[src/hw/rtl/hashed_key_table_find_or_insert_core_defines.svh]
// Assertion helpers for the key table core.
// Both expect clk_i and rst_ni to be visible where they are used.
`ifndef HASHED_KEY_TABLE_FIND_OR_INSERT_CORE_DEFINES_SVH
`define HASHED_KEY_TABLE_FIND_OR_INSERT_CORE_DEFINES_SVH

// Same-cycle implication, checked outside reset.
`define HKT_ASSERT_IMP(lbl, ante, cons, msg) \
  lbl: assert property (@(posedge clk_i) disable iff (!rst_ni) (ante) |-> (cons)) \
    else $error(msg);

// Next-cycle implication, checked outside reset.
`define HKT_ASSERT_NXT(lbl, ante, cons, msg) \
  lbl: assert property (@(posedge clk_i) disable iff (!rst_ni) (ante) |=> (cons)) \
    else $error(msg);

`endif

[src/hw/rtl/hkt_pkg.sv]
// ----------------------------------------------------------------------------
// Key table shared definitions
// Sizes, codes, state types and the hash fold used by the key table core.
// ----------------------------------------------------------------------------
`default_nettype none

package hkt_pkg;

  localparam int unsigned Entries    = 1024;
  localparam int unsigned BucketBits = 14;
  localparam int unsigned NBuckets   = 1 << BucketBits;
  localparam int unsigned IdW        = $clog2(Entries + 1);
  localparam int unsigned AddrW      = $clog2(Entries);
  localparam int unsigned ClrLen     = (NBuckets > Entries) ? NBuckets : Entries;
  localparam int unsigned ClrW       = $clog2(ClrLen);
  localparam int unsigned KeyW       = 256;
  localparam int unsigned QueueDepth = 2;

  localparam logic [31:0] HashMult  = 32'd591798841;
  localparam logic [63:0] HashBasis = 64'd14695981039346656037;

  localparam logic [1:0] FuncLookup = 2'd0;
  localparam logic [1:0] FuncCreate = 2'd1;
  localparam logic [1:0] FuncDelete = 2'd2;

  typedef enum logic [2:0] {
    ST_FOUND     = 3'd0,
    ST_CREATED   = 3'd1,
    ST_NOTFOUND  = 3'd2,
    ST_DELETED   = 3'd3,
    ST_DOUBLE    = 3'd4,
    ST_FULL      = 3'd5
  } status_e;

  typedef enum logic [1:0] {
    F_IDLE,
    F_MUL,
    F_ADD,
    F_PUSH
  } front_state_e;

  typedef enum logic [3:0] {
    B_CLEAR,
    B_IDLE,
    B_START,
    B_DCHK,
    B_HEAD,
    B_WALK,
    B_CMP,
    B_ALLOC,
    B_AREAD,
    B_WRKEY,
    B_LINK,
    B_DFREE,
    B_DONE
  } back_state_e;

  typedef struct packed {
    logic [1:0]            func;
    logic [3:0][63:0]      key;
    logic [IdW-1:0]        target;
    logic [BucketBits-1:0] bucket;
  } hkt_item_t;

  // Folds the 64-bit hash to 32 bits, mixes the halves and keeps the bucket bits.
  function automatic logic [BucketBits-1:0] bucket_fold(input logic [63:0] h);
    logic [31:0] x;
    x = h[31:0] ^ h[63:32];
    x = x ^ (x >> 16);
    return x[BucketBits-1:0];
  endfunction

  // Entry ids start at one; the per-entry stores are addressed from zero.
  function automatic logic [AddrW-1:0] id_addr(input logic [IdW-1:0] id);
    logic [IdW-1:0] t;
    t = id - IdW'(1);
    return t[AddrW-1:0];
  endfunction

endpackage

`default_nettype wire

[src/hw/rtl/hkt_queue.sv]
// ----------------------------------------------------------------------------
// Key table item queue
// A short first-in first-out buffer between the front and back ends.
// ----------------------------------------------------------------------------
`default_nettype none

module hkt_queue import hkt_pkg::*; (
  input  wire logic      clk_i,
  input  wire logic      rst_ni,
  input  wire logic      push_i,
  input  wire hkt_item_t item_i,
  output logic           full_o,
  input  wire logic      pop_i,
  output logic           empty_o,
  output hkt_item_t      item_o
);

  localparam int unsigned PtrW = $clog2(QueueDepth);

  hkt_item_t         mem_q [QueueDepth];
  logic [PtrW-1:0]   wr_q, wr_d, rd_q, rd_d;
  logic [PtrW:0]     cnt_q, cnt_d;
  logic              do_push, do_pop;

  assign full_o  = (cnt_q == (PtrW + 1)'(QueueDepth));
  assign empty_o = (cnt_q == '0);
  assign item_o  = mem_q[rd_q];
  assign do_push = push_i && !full_o;
  assign do_pop  = pop_i && !empty_o;

  always_comb begin
    wr_d  = do_push ? wr_q + PtrW'(1) : wr_q;
    rd_d  = do_pop  ? rd_q + PtrW'(1) : rd_q;
    cnt_d = cnt_q + (PtrW + 1)'(do_push) - (PtrW + 1)'(do_pop);
  end

  always_ff @(posedge clk_i or negedge rst_ni) begin
    if (!rst_ni) begin
      wr_q  <= '0;
      rd_q  <= '0;
      cnt_q <= '0;
    end else begin
      wr_q  <= wr_d;
      rd_q  <= rd_d;
      cnt_q <= cnt_d;
    end
  end

  always_ff @(posedge clk_i) begin
    if (do_push) begin
      mem_q[wr_q] <= item_i;
    end
  end

endmodule

`default_nettype wire

[config.mk]
export PLATFORM = sky130hd
export DESIGN_NAME = hkt_queue
export DESIGN_NICKNAME = d
export VERILOG_FILES = /design/src/hw/rtl/hashed_key_table_find_or_insert_core_defines.svh /design/src/hw/rtl/hkt_pkg.sv /design/src/hw/rtl/hkt_queue.sv
export SDC_FILE = /design/constraint.sdc
export NUM_CORES = 1
export LEC_CHECK = 0
export ABC_AREA = 1
export BUFFER_PORTS_ARGS = -buffer_cell sky130_fd_sc_hd__buf_2
export CORE_AREA = 2 2 223 225
export DETAILED_ROUTE_END_ITERATION = 8
export DIE_AREA = 0 0 225 227
export GPL_ROUTABILITY_DRIVEN = 1
export GPL_TIMING_DRIVEN = 0
export PLACE_DENSITY = 0.75
export SYNTH_ARGS = -nofsm -noshare
export SYNTH_HDL_FRONTEND = slang
export SYNTH_SLANG_ARGS = --single-unit
[constraint.sdc]
create_clock -name clk_i -period 29.6 [get_ports clk_i]
set_clock_uncertainty 0.15 [all_clocks]
set_input_delay 4.44 -clock clk_i [delete_from_list [all_inputs] [get_ports clk_i]]
set_output_delay 4.44 -clock clk_i [all_outputs]
set_load 0.03 [all_outputs]
==> flow_summary.ini <==
[detailed_routing]
highest_layer = met5
met3_length_mm = 5.62
met1Wirelength_mm = 18.7
wl_per_cell_microns = 18.7
wl_met2_mm = 26.4
drt_iter0_markers = 899
drtAntennaViolNets = 0
vias = 13500
first_pass_iters = 5
wl_mm = 52.8
drcViolationCount = 0
via_per_inst = 4.79

[clocking]
root_buffer = clkbuf_16
numCtsBuffers = 56
cts_setup_buffers = 0
htreeDepth = 2
cts_sinks = 570
insertion_delay_ns = 0.59
holdBufCountCts = 0
cts.repair.resized = 0
cts_tree = built
clkTransAtPathRegs_ns = 0.06
clock_path_buffers = 3

[worst_setup_path]
end_kind = primary output
cp.arrival_ns = 2.07
r2r_setup_slack_ns = 26.70
path_cells = buf_4 -> buf_4 -> buf_2 -> nand2_1 -> nand2_1 -> buf_2
critPathTopFamily = buffers and inverters
cp_slowest_cell = dfrtp_1
crit_required_ns = 25.01
r2r_end = mem_q[1][117]
cp-start-kind = flip-flop
critPathMaxStageDelay_ns = 0.32
ff2ff_path_depth = 7
cp_max_fo = 10
worstSetupPathType = reg2out
r2r-start = cnt_q[1]
cp_num_buf_inv = 4

[synth]
yosysTopAreaCellShare_pct = 81.3
ys_types = 12
ys_seq_area_share_pct = 81.8
syn_inst = 1512
yosysWarnings = 0
synth.avg_cell_area_sq_um = 13.8
syn_nets = 1801
synthTopCellsByArea = edfxtp_1 81%, nand2_1 15%, buf_6 1.2%
synth_top_cell_by_area = edfxtp_1
synth_seq_cells = 570
netlist_area_sq_um = 20900

[global_route]
grt_pass1_vias = 13600
grt_max_degree = 124
grt_pass1_wl_mm = 75.4
antenna_found_initial = 19
grt.total_usage_pct = 19.6
gr-total-overflow = 0

[status]
run_status = finished clean

[die]
die_area_sq_um = 51100
pin_count = 572
die_h_microns = 227
num_rows = 81
initial_core_util_pct = 43.1
die_w_microns = 225
core_area_sq_um = 48500

[cells_and_area]
layout.nets = 2441
layout_common_cells = 862 x nand2_1, 600 x buf_2, 566 x edfxtp_1
layout-drive-gt1-share_pct = 32.7
final_common_cell = nand2_1
final_area_sq_um = 26500
area_growth_pct = 26.7
post-route-util_pct = 54.6

[timing]
worst_pin_slew_ns = 0.872
tns_ns = 0
finalMaxSlewViolations = 0
period_share_pct = 22.5
hold_viol_final = 0
fin_crit_ns = 6.66
setup_ws_ns = 22.94
max_freq_mhz = 150
timing.slew.headroom_pct = 41.7
finalSetupViolCount = 0
rsz0062_at_grt = no

[min_path]
whs_path_depth = 2
hold_path_class = reg2reg
min_from = wr_q
holdPathEnd = wr_q

[power_and_ir_drop]
vdd_drop_max_uv = 75.6
leakagePower_uw = 0.0114
power_uw = 3040
power.density_nw_per_um2 = 115

[place]
hpwl_mm = 37.3
routabilityCongestion = 0.808
io_buffers = 571
pre_cts_ws_ns = 22.67
postPlaceCellArea_sq_um = 24800

[job]
max-cap-violations = 0
==> through the flow <==
step                      hold slack, ns  instances
after floorplan                    0.292       1512
after global placement             0.306       2705
after detailed placement           0.336       2716
after CTS                          0.351       2813
after global routing               0.380       2819
final                              0.354       2822
==> registers in the layout, summed over array words and instances (netlist names) <==
name / count
cnt_q: 2
mem_q: 566
rd_q: 1
wr_q: 1
==> cells by family (layout without fill, tap and decap cells) <==
logic type,after synthesis,in the layout,share of synthesized area [%]
simple gates,866,866,15.6
buf+inv,74,753,2.52
other cells,0,9,0
flops,570,570,81.8
fa+ha+maj,2,2,0.120
==> synthesized netlist by cell type <==
library cell / instances
nor2_1: 1
buf_6: 23
buf_2: 29
inv_1: 10
buf_4: 10
clkbuf_1: 1
inv_4: 1
dfrtp_1: 4
ha_1: 2
nand3_1: 3
nand2_1: 862
edfxtp_1: 566
==> layout make-up <==
cell class / count / area (sq um)
diodes: 9 / 22.5
plain buffers: 63 / 483
clock buffers: 76 / 1500
clock inverters: 21 / 174
fillers: 3900 / 22100
inverters: 11 / 51.3
multi-input cells: 868 / 3290
flip-flops and latches: 570 / 17100
well taps: 622 / 778
repair buffers: 582 / 3090
==> power by group <==
group	internal, uW	total [uW]	switching, uW
sequential	1100	1140	38.7
clock	377	658	281
combinational	309	1240	935
total	1790	3040	1250
==> metal layers <==
| layer | vias up | track usage, % |
|---|---|---|
| li1 | 6411 | - |
| met1 | 6361 | 20.9 |
| met2 | 601 | 34.2 |
| met3 | 130 | 7.82 |
| met4 | 22 | 8.69 |
| met5 | - | 0 |
==> worst max-delay path by stage <==
stage                     depth (start not counted)             to  startpoint
after global placement                            3  mem_q[1][126]      push_i
final                                             6     item_o[80]        rd_q
after CTS                                         6     item_o[14]        rd_q
after global routing                              6    item_o[110]        rd_q
after detailed placement                          7  mem_q[1][111]      push_i
after floorplan                                   2    mem_q[1][0]      push_i
==> tightest hold or removal path: stages, from the launching register on <==
cell and delay [ns]:
dfrtp_1 0.36, nand2_1 0.06, nand2_1 0.05
Note: power is estimated with default switching activity, not from simulation.
