### src/hw/rtl/hashed_key_table_find_or_insert_core_defines.svh
// Assertion helpers for the key table core.
// Both expect clk_i and rst_ni to be visible where they are used.
`ifndef HASHED_KEY_TABLE_FIND_OR_INSERT_CORE_DEFINES_SVH
`define HASHED_KEY_TABLE_FIND_OR_INSERT_CORE_DEFINES_SVH

// Same-cycle implication, checked outside reset.
`define HKT_ASSERT_IMP(lbl, ante, cons, msg) \
  lbl: assert property (@(posedge clk_i) disable iff (!rst_ni) (ante) |-> (cons)) \
    else $error(msg);

// Next-cycle implication, checked outside reset.
`define HKT_ASSERT_NXT(lbl, ante, cons, msg) \
  lbl: assert property (@(posedge clk_i) disable iff (!rst_ni) (ante) |=> (cons)) \
    else $error(msg);

`endif

### src/hw/rtl/hkt_pkg.sv
// ----------------------------------------------------------------------------
// Key table shared definitions
// Sizes, codes, state types and the hash fold used by the key table core.
// ----------------------------------------------------------------------------
`default_nettype none

package hkt_pkg;

  localparam int unsigned Entries    = 1024;
  localparam int unsigned BucketBits = 14;
  localparam int unsigned NBuckets   = 1 << BucketBits;
  localparam int unsigned IdW        = $clog2(Entries + 1);
  localparam int unsigned AddrW      = $clog2(Entries);
  localparam int unsigned ClrLen     = (NBuckets > Entries) ? NBuckets : Entries;
  localparam int unsigned ClrW       = $clog2(ClrLen);
  localparam int unsigned KeyW       = 256;
  localparam int unsigned QueueDepth = 2;

  localparam logic [31:0] HashMult  = 32'd591798841;
  localparam logic [63:0] HashBasis = 64'd14695981039346656037;

  localparam logic [1:0] FuncLookup = 2'd0;
  localparam logic [1:0] FuncCreate = 2'd1;
  localparam logic [1:0] FuncDelete = 2'd2;

  typedef enum logic [2:0] {
    ST_FOUND     = 3'd0,
    ST_CREATED   = 3'd1,
    ST_NOTFOUND  = 3'd2,
    ST_DELETED   = 3'd3,
    ST_DOUBLE    = 3'd4,
    ST_FULL      = 3'd5
  } status_e;

  typedef enum logic [1:0] {
    F_IDLE,
    F_MUL,
    F_ADD,
    F_PUSH
  } front_state_e;

  typedef enum logic [3:0] {
    B_CLEAR,
    B_IDLE,
    B_START,
    B_DCHK,
    B_HEAD,
    B_WALK,
    B_CMP,
    B_ALLOC,
    B_AREAD,
    B_WRKEY,
    B_LINK,
    B_DFREE,
    B_DONE
  } back_state_e;

  typedef struct packed {
    logic [1:0]            func;
    logic [3:0][63:0]      key;
    logic [IdW-1:0]        target;
    logic [BucketBits-1:0] bucket;
  } hkt_item_t;

  // Folds the 64-bit hash to 32 bits, mixes the halves and keeps the bucket bits.
  function automatic logic [BucketBits-1:0] bucket_fold(input logic [63:0] h);
    logic [31:0] x;
    x = h[31:0] ^ h[63:32];
    x = x ^ (x >> 16);
    return x[BucketBits-1:0];
  endfunction

  // Entry ids start at one; the per-entry stores are addressed from zero.
  function automatic logic [AddrW-1:0] id_addr(input logic [IdW-1:0] id);
    logic [IdW-1:0] t;
    t = id - IdW'(1);
    return t[AddrW-1:0];
  endfunction

endpackage

`default_nettype wire

### src/hw/rtl/hkt_front.sv
// ----------------------------------------------------------------------------
// Key table front end
// Accepts an item; hashes lookup and create keys to a bucket in shared rounds.
// ----------------------------------------------------------------------------
`default_nettype none

module hkt_front import hkt_pkg::*; (
  input  wire logic        clk_i,
  input  wire logic        rst_ni,
  input  wire logic        in_valid_i,
  output logic             in_stall_o,
  input  wire logic [1:0]  func_i,
  input  wire logic [63:0] key_word0_i,
  input  wire logic [63:0] key_word1_i,
  input  wire logic [63:0] key_word2_i,
  input  wire logic [63:0] key_word3_i,
  input  wire logic [IdW-1:0] target_id_i,
  input  wire logic        full_i,
  output logic             push_o,
  output hkt_item_t        item_o
);

  front_state_e state_q, state_d;
  logic [1:0]   step_q, step_d;
  hkt_item_t    item_q;
  logic [63:0]  h_q, pl_q;
  logic [31:0]  ph_q;
  logic [63:0]  word, x;
  logic         accept;

  assign accept = in_valid_i && (state_q == F_IDLE);

  // Words are folded in the order 0, 2, 1, 3.
  always_comb begin
    case (step_q)
      2'd0:    word = item_q.key[0];
      2'd1:    word = item_q.key[2];
      2'd2:    word = item_q.key[1];
      default: word = item_q.key[3];
    endcase
    x = h_q ^ word;
  end

  always_comb begin
    state_d = state_q;
    case (state_q)
      F_IDLE: begin
        if (accept) begin
          state_d = (func_i == FuncDelete) ? F_PUSH : F_MUL;
        end
      end
      F_MUL:  state_d = F_ADD;
      F_ADD:  state_d = (step_q == 2'd3) ? F_PUSH : F_MUL;
      F_PUSH: begin
        if (!full_i) begin
          state_d = F_IDLE;
        end
      end
      default: state_d = F_IDLE;
    endcase
  end

  always_comb begin
    in_stall_o = (state_q != F_IDLE);
    push_o     = (state_q == F_PUSH);
    step_d     = step_q;
    if (accept) begin
      step_d = 2'd0;
    end else if (state_q == F_ADD) begin
      step_d = step_q + 2'd1;
    end
    item_o        = item_q;
    item_o.bucket = bucket_fold(h_q);
  end

  always_ff @(posedge clk_i or negedge rst_ni) begin
    if (!rst_ni) begin
      state_q <= F_IDLE;
      step_q  <= 2'd0;
    end else begin
      state_q <= state_d;
      step_q  <= step_d;
    end
  end

  // The low 64 bits of a 64 by 32 product, from two 32 by 32 halves.
  always_ff @(posedge clk_i) begin
    if (accept) begin
      item_q.func   <= func_i;
      item_q.key[0] <= key_word0_i;
      item_q.key[1] <= key_word1_i;
      item_q.key[2] <= key_word2_i;
      item_q.key[3] <= key_word3_i;
      item_q.target <= target_id_i;
      item_q.bucket <= '0;
      h_q           <= HashBasis;
    end else if (state_q == F_ADD) begin
      h_q <= pl_q + {ph_q, 32'd0};
    end
    if (state_q == F_MUL) begin
      pl_q <= x[31:0] * HashMult;
      ph_q <= x[63:32] * HashMult;
    end
  end

endmodule

`default_nettype wire

### config.mk
export PLATFORM = sky130hd
export DESIGN_NAME = hkt_front
export DESIGN_NICKNAME = d
export VERILOG_FILES = /design/src/hw/rtl/hashed_key_table_find_or_insert_core_defines.svh /design/src/hw/rtl/hkt_pkg.sv /design/src/hw/rtl/hkt_front.sv
export SDC_FILE = /design/constraint.sdc
export NUM_CORES = 2
export LEC_CHECK = 0
export ABC_AREA = 1
export BUFFER_PORTS_ARGS = -buffer_cell sky130_fd_sc_hd__buf_2
export CORE_MARGIN = 2
export CORE_UTILIZATION = 45
export DETAILED_ROUTE_END_ITERATION = 12
export PLACE_DENSITY = 0.74
export SYNTH_ARGS = -nofsm -noshare
export SYNTH_HDL_FRONTEND = slang
export SYNTH_SLANG_ARGS = --single-unit
### constraint.sdc
create_clock -name clk_i -period 10.7 [get_ports clk_i]
set_input_delay 2.14 -clock clk_i [delete_from_list [all_inputs] [get_ports clk_i]]
set_output_delay 2.14 -clock clk_i [all_outputs]
set_load 0.05 [all_outputs]
==> metrics.txt <==
synthesized area per cell 10.6 um^2; post-cts gate resize count 0; Hold Crit Class reg2reg; critical path capture point type register; grt met3 use just over 6%; GRT overflow 0; CTS sink cnt roughly 430; met1 usage 40.0%; Unique masters post-synth 53; flops & latches, synth about 430; Netlist Area Pre-Place roughly 38,000 um^2; RSZ-0062 raised after global routing no; Final ANT Viol Nets 0; Final Util a little over half; crit path max fanout 30; Die H 294 um; top-count cell post-synth ha_1; top post-synthesis cells by count 618 x ha_1, 615 x inv_1, 468 x nand2_1; status finished clean; Final Net Count around 5,500; Clock Path Buffers 3; overall routing resource usage between 20% and 30%; initial antenna violation count 3; total of max-cap violations 0; FMAX roughly 110 MHz; cts bufs inserted 50; CTS tree done; Post-CTS Setup Bufs 0; Worst EP arrival 9.56 ns; via count approximately 29,000; io pins between 500 and 600; vias in the first global route around 29,000; Worst-path clk slew about 0.06 ns; DRC 0; Top FF cell, synth edfxtp_1; routed len/inst around 25 um; GP Congestion approximately 1.0; CTS HTree Levels 2; Fin. Hold Viols 0; Tmin final a little over 9 ns; final setup fails 0; startpoint type of the worst setup path register; Die Wd slightly below 300 um; largest net degree at the start of global routing slightly below 80; area delta synth->final 15.6%; top cell type's share of synthesized area 28.6%; Slowest-stage cell, CP ha_2; leading area contributor after synthesis edfxtp_1; relative slew slack between 20 and 25%; Root Buffer Master clkbuf_16; skew final between 0.02 and 0.03 ns; Area contributors post-synth edfxtp_1 29%, ha_1 20%, fa_1 20%; sequential fraction of the synthesis area 32.1%; post-synth net total ~5,000; Die Footprint 86,700 um^2; Post-DP HPWL ~110 mm; drt first pass iters 6; slowest stage delay, CP just over 0.6 ns; area of the core around 84,000 um^2; CTS Hold Bufs 0; row count 106; Setup CP Type reg2reg; busiest grt layer met2; fin crit share between 80% and 90%; Worst EP required between 10 and 15 ns; initial drt markers between 2,000 and 3,000; first-pass GRT wire length 189 mm; worst-margin pin slew ~1.2 ns; Synth Warn # 0; Max Transition Viols Final 0; Starting Density a little under half; grt met2 use between 40 and 50%; layout cells sized above 1 roughly 17%; # port buffers around 560; clock insertion delay at the later pin of the skew report ~0.64 ns; Setup TNS Final 0 ns; Synth async-reset ratio less than 1%; Via density between 5 and 6; Mapped Cells about 3,600; final wirelength about 130 mm; number of enable flip-flop cells after synthesis 361
==> per-stage QoR <==
step | std cells | area (um^2) | setup WS (ns) | hold slack (ns)
after floorplan | 3591 | 38000 | 2.62 | 0.422
after global placement | 5220 | 42200 | 1.67 | 0.424
after detailed placement | 5220 | 42200 | 1.55 | 0.434
after CTS | 5312 | 43900 | 1.54 | 0.446
after global routing | 5312 | 43900 | 1.16 | 0.458
final | 5314 | 43900 | 1.50 | 0.445
==> sequential cells by signal, indices dropped and copies added (netlist names) <==
| signal | flops |
|---|---|
| h_q | 62 |
| pl_q | 62 |
| ph_q | 30 |
| item_o | 269 |
| state_q | 2 |
| step_q | 2 |
==> kinds of logic after synthesis <==
logic type / after synthesis / synth area share [%]
adders and majority gates: 992 / 40.1
xor gates and xnor gates: 196 / 4.62
buffers and inverters: 667 / 6.71
DFF: 427 / 32.1
and+or+nand+nor: 847 / 9.33
AOI/OAI and AO/OA: 462 / 7.14
==> placed cells by master, fill, tap and decap left out, types with 14 or more instances in the layout <==
cell type,n
inv_1,614
ha_1,614
buf_2,557
nand2_1,468
fa_1,374
edfxtp_1,361
a21oi_1,171
nor2_1,167
nand3_1,134
o21ai_0,127
xor2_1,121
xnor2_1,66
dfxtp_1,62
clkbuf_16,51
buf_4,40
a22o_1,29
a31oi_1,27
o22ai_1,22
a21o_1,21
o21bai_1,18
nand4_1,17
nor3_1,14
==> layer usage <==
metal  vias to the layer above  wire (um)
li1                      13200          -
met1                     14300      53400
met2                      1296      60400
met3                       215      11600
met4                         4       5090
met5                         -         25
==> worst paths after layout <==
kind                            slack (ns)  cells after the start         end  startpoint
worst max-delay path                  1.50                     29    pl_q[45]   step_q[0]
worst min-delay path                  0.45                      2      h_q[6]     pl_q[6]
worst max register to register        1.50                     29    pl_q[45]   step_q[0]
worst min register to register        0.45                      2      h_q[6]     pl_q[6]
max in group asynchronous             9.23                      1   step_q[1]      rst_ni
min in group asynchronous             1.33                      1  state_q[1]      rst_ni
==> critical path: cells and delay by family, from the launching register on <==
family / cells / cell delay (ns)
fa+ha+maj: 10 / 4.42
buf+inv: 6 / 1.33
simple gates: 7 / 1.10
compound gates: 4 / 0.87
xor+xnor: 2 / 0.79
flops: 1 / 0.41
==> cell type report <==
cell class,count,area [um^2]
Clock buffer,66,1360
Clock inverter,26,269
Multi-Input combinational cell,2497,23300
Inverter,619,2330
Sequential cell,427,12200
Fill cell,7469,39700
Tap cell,1080,1350
Timing Repair Buffer,597,3090
Antenna cell,2,5.00
Power is not shown: default switching activity piles up to over one toggle a cycle in this logic, so the estimate is an artifact.
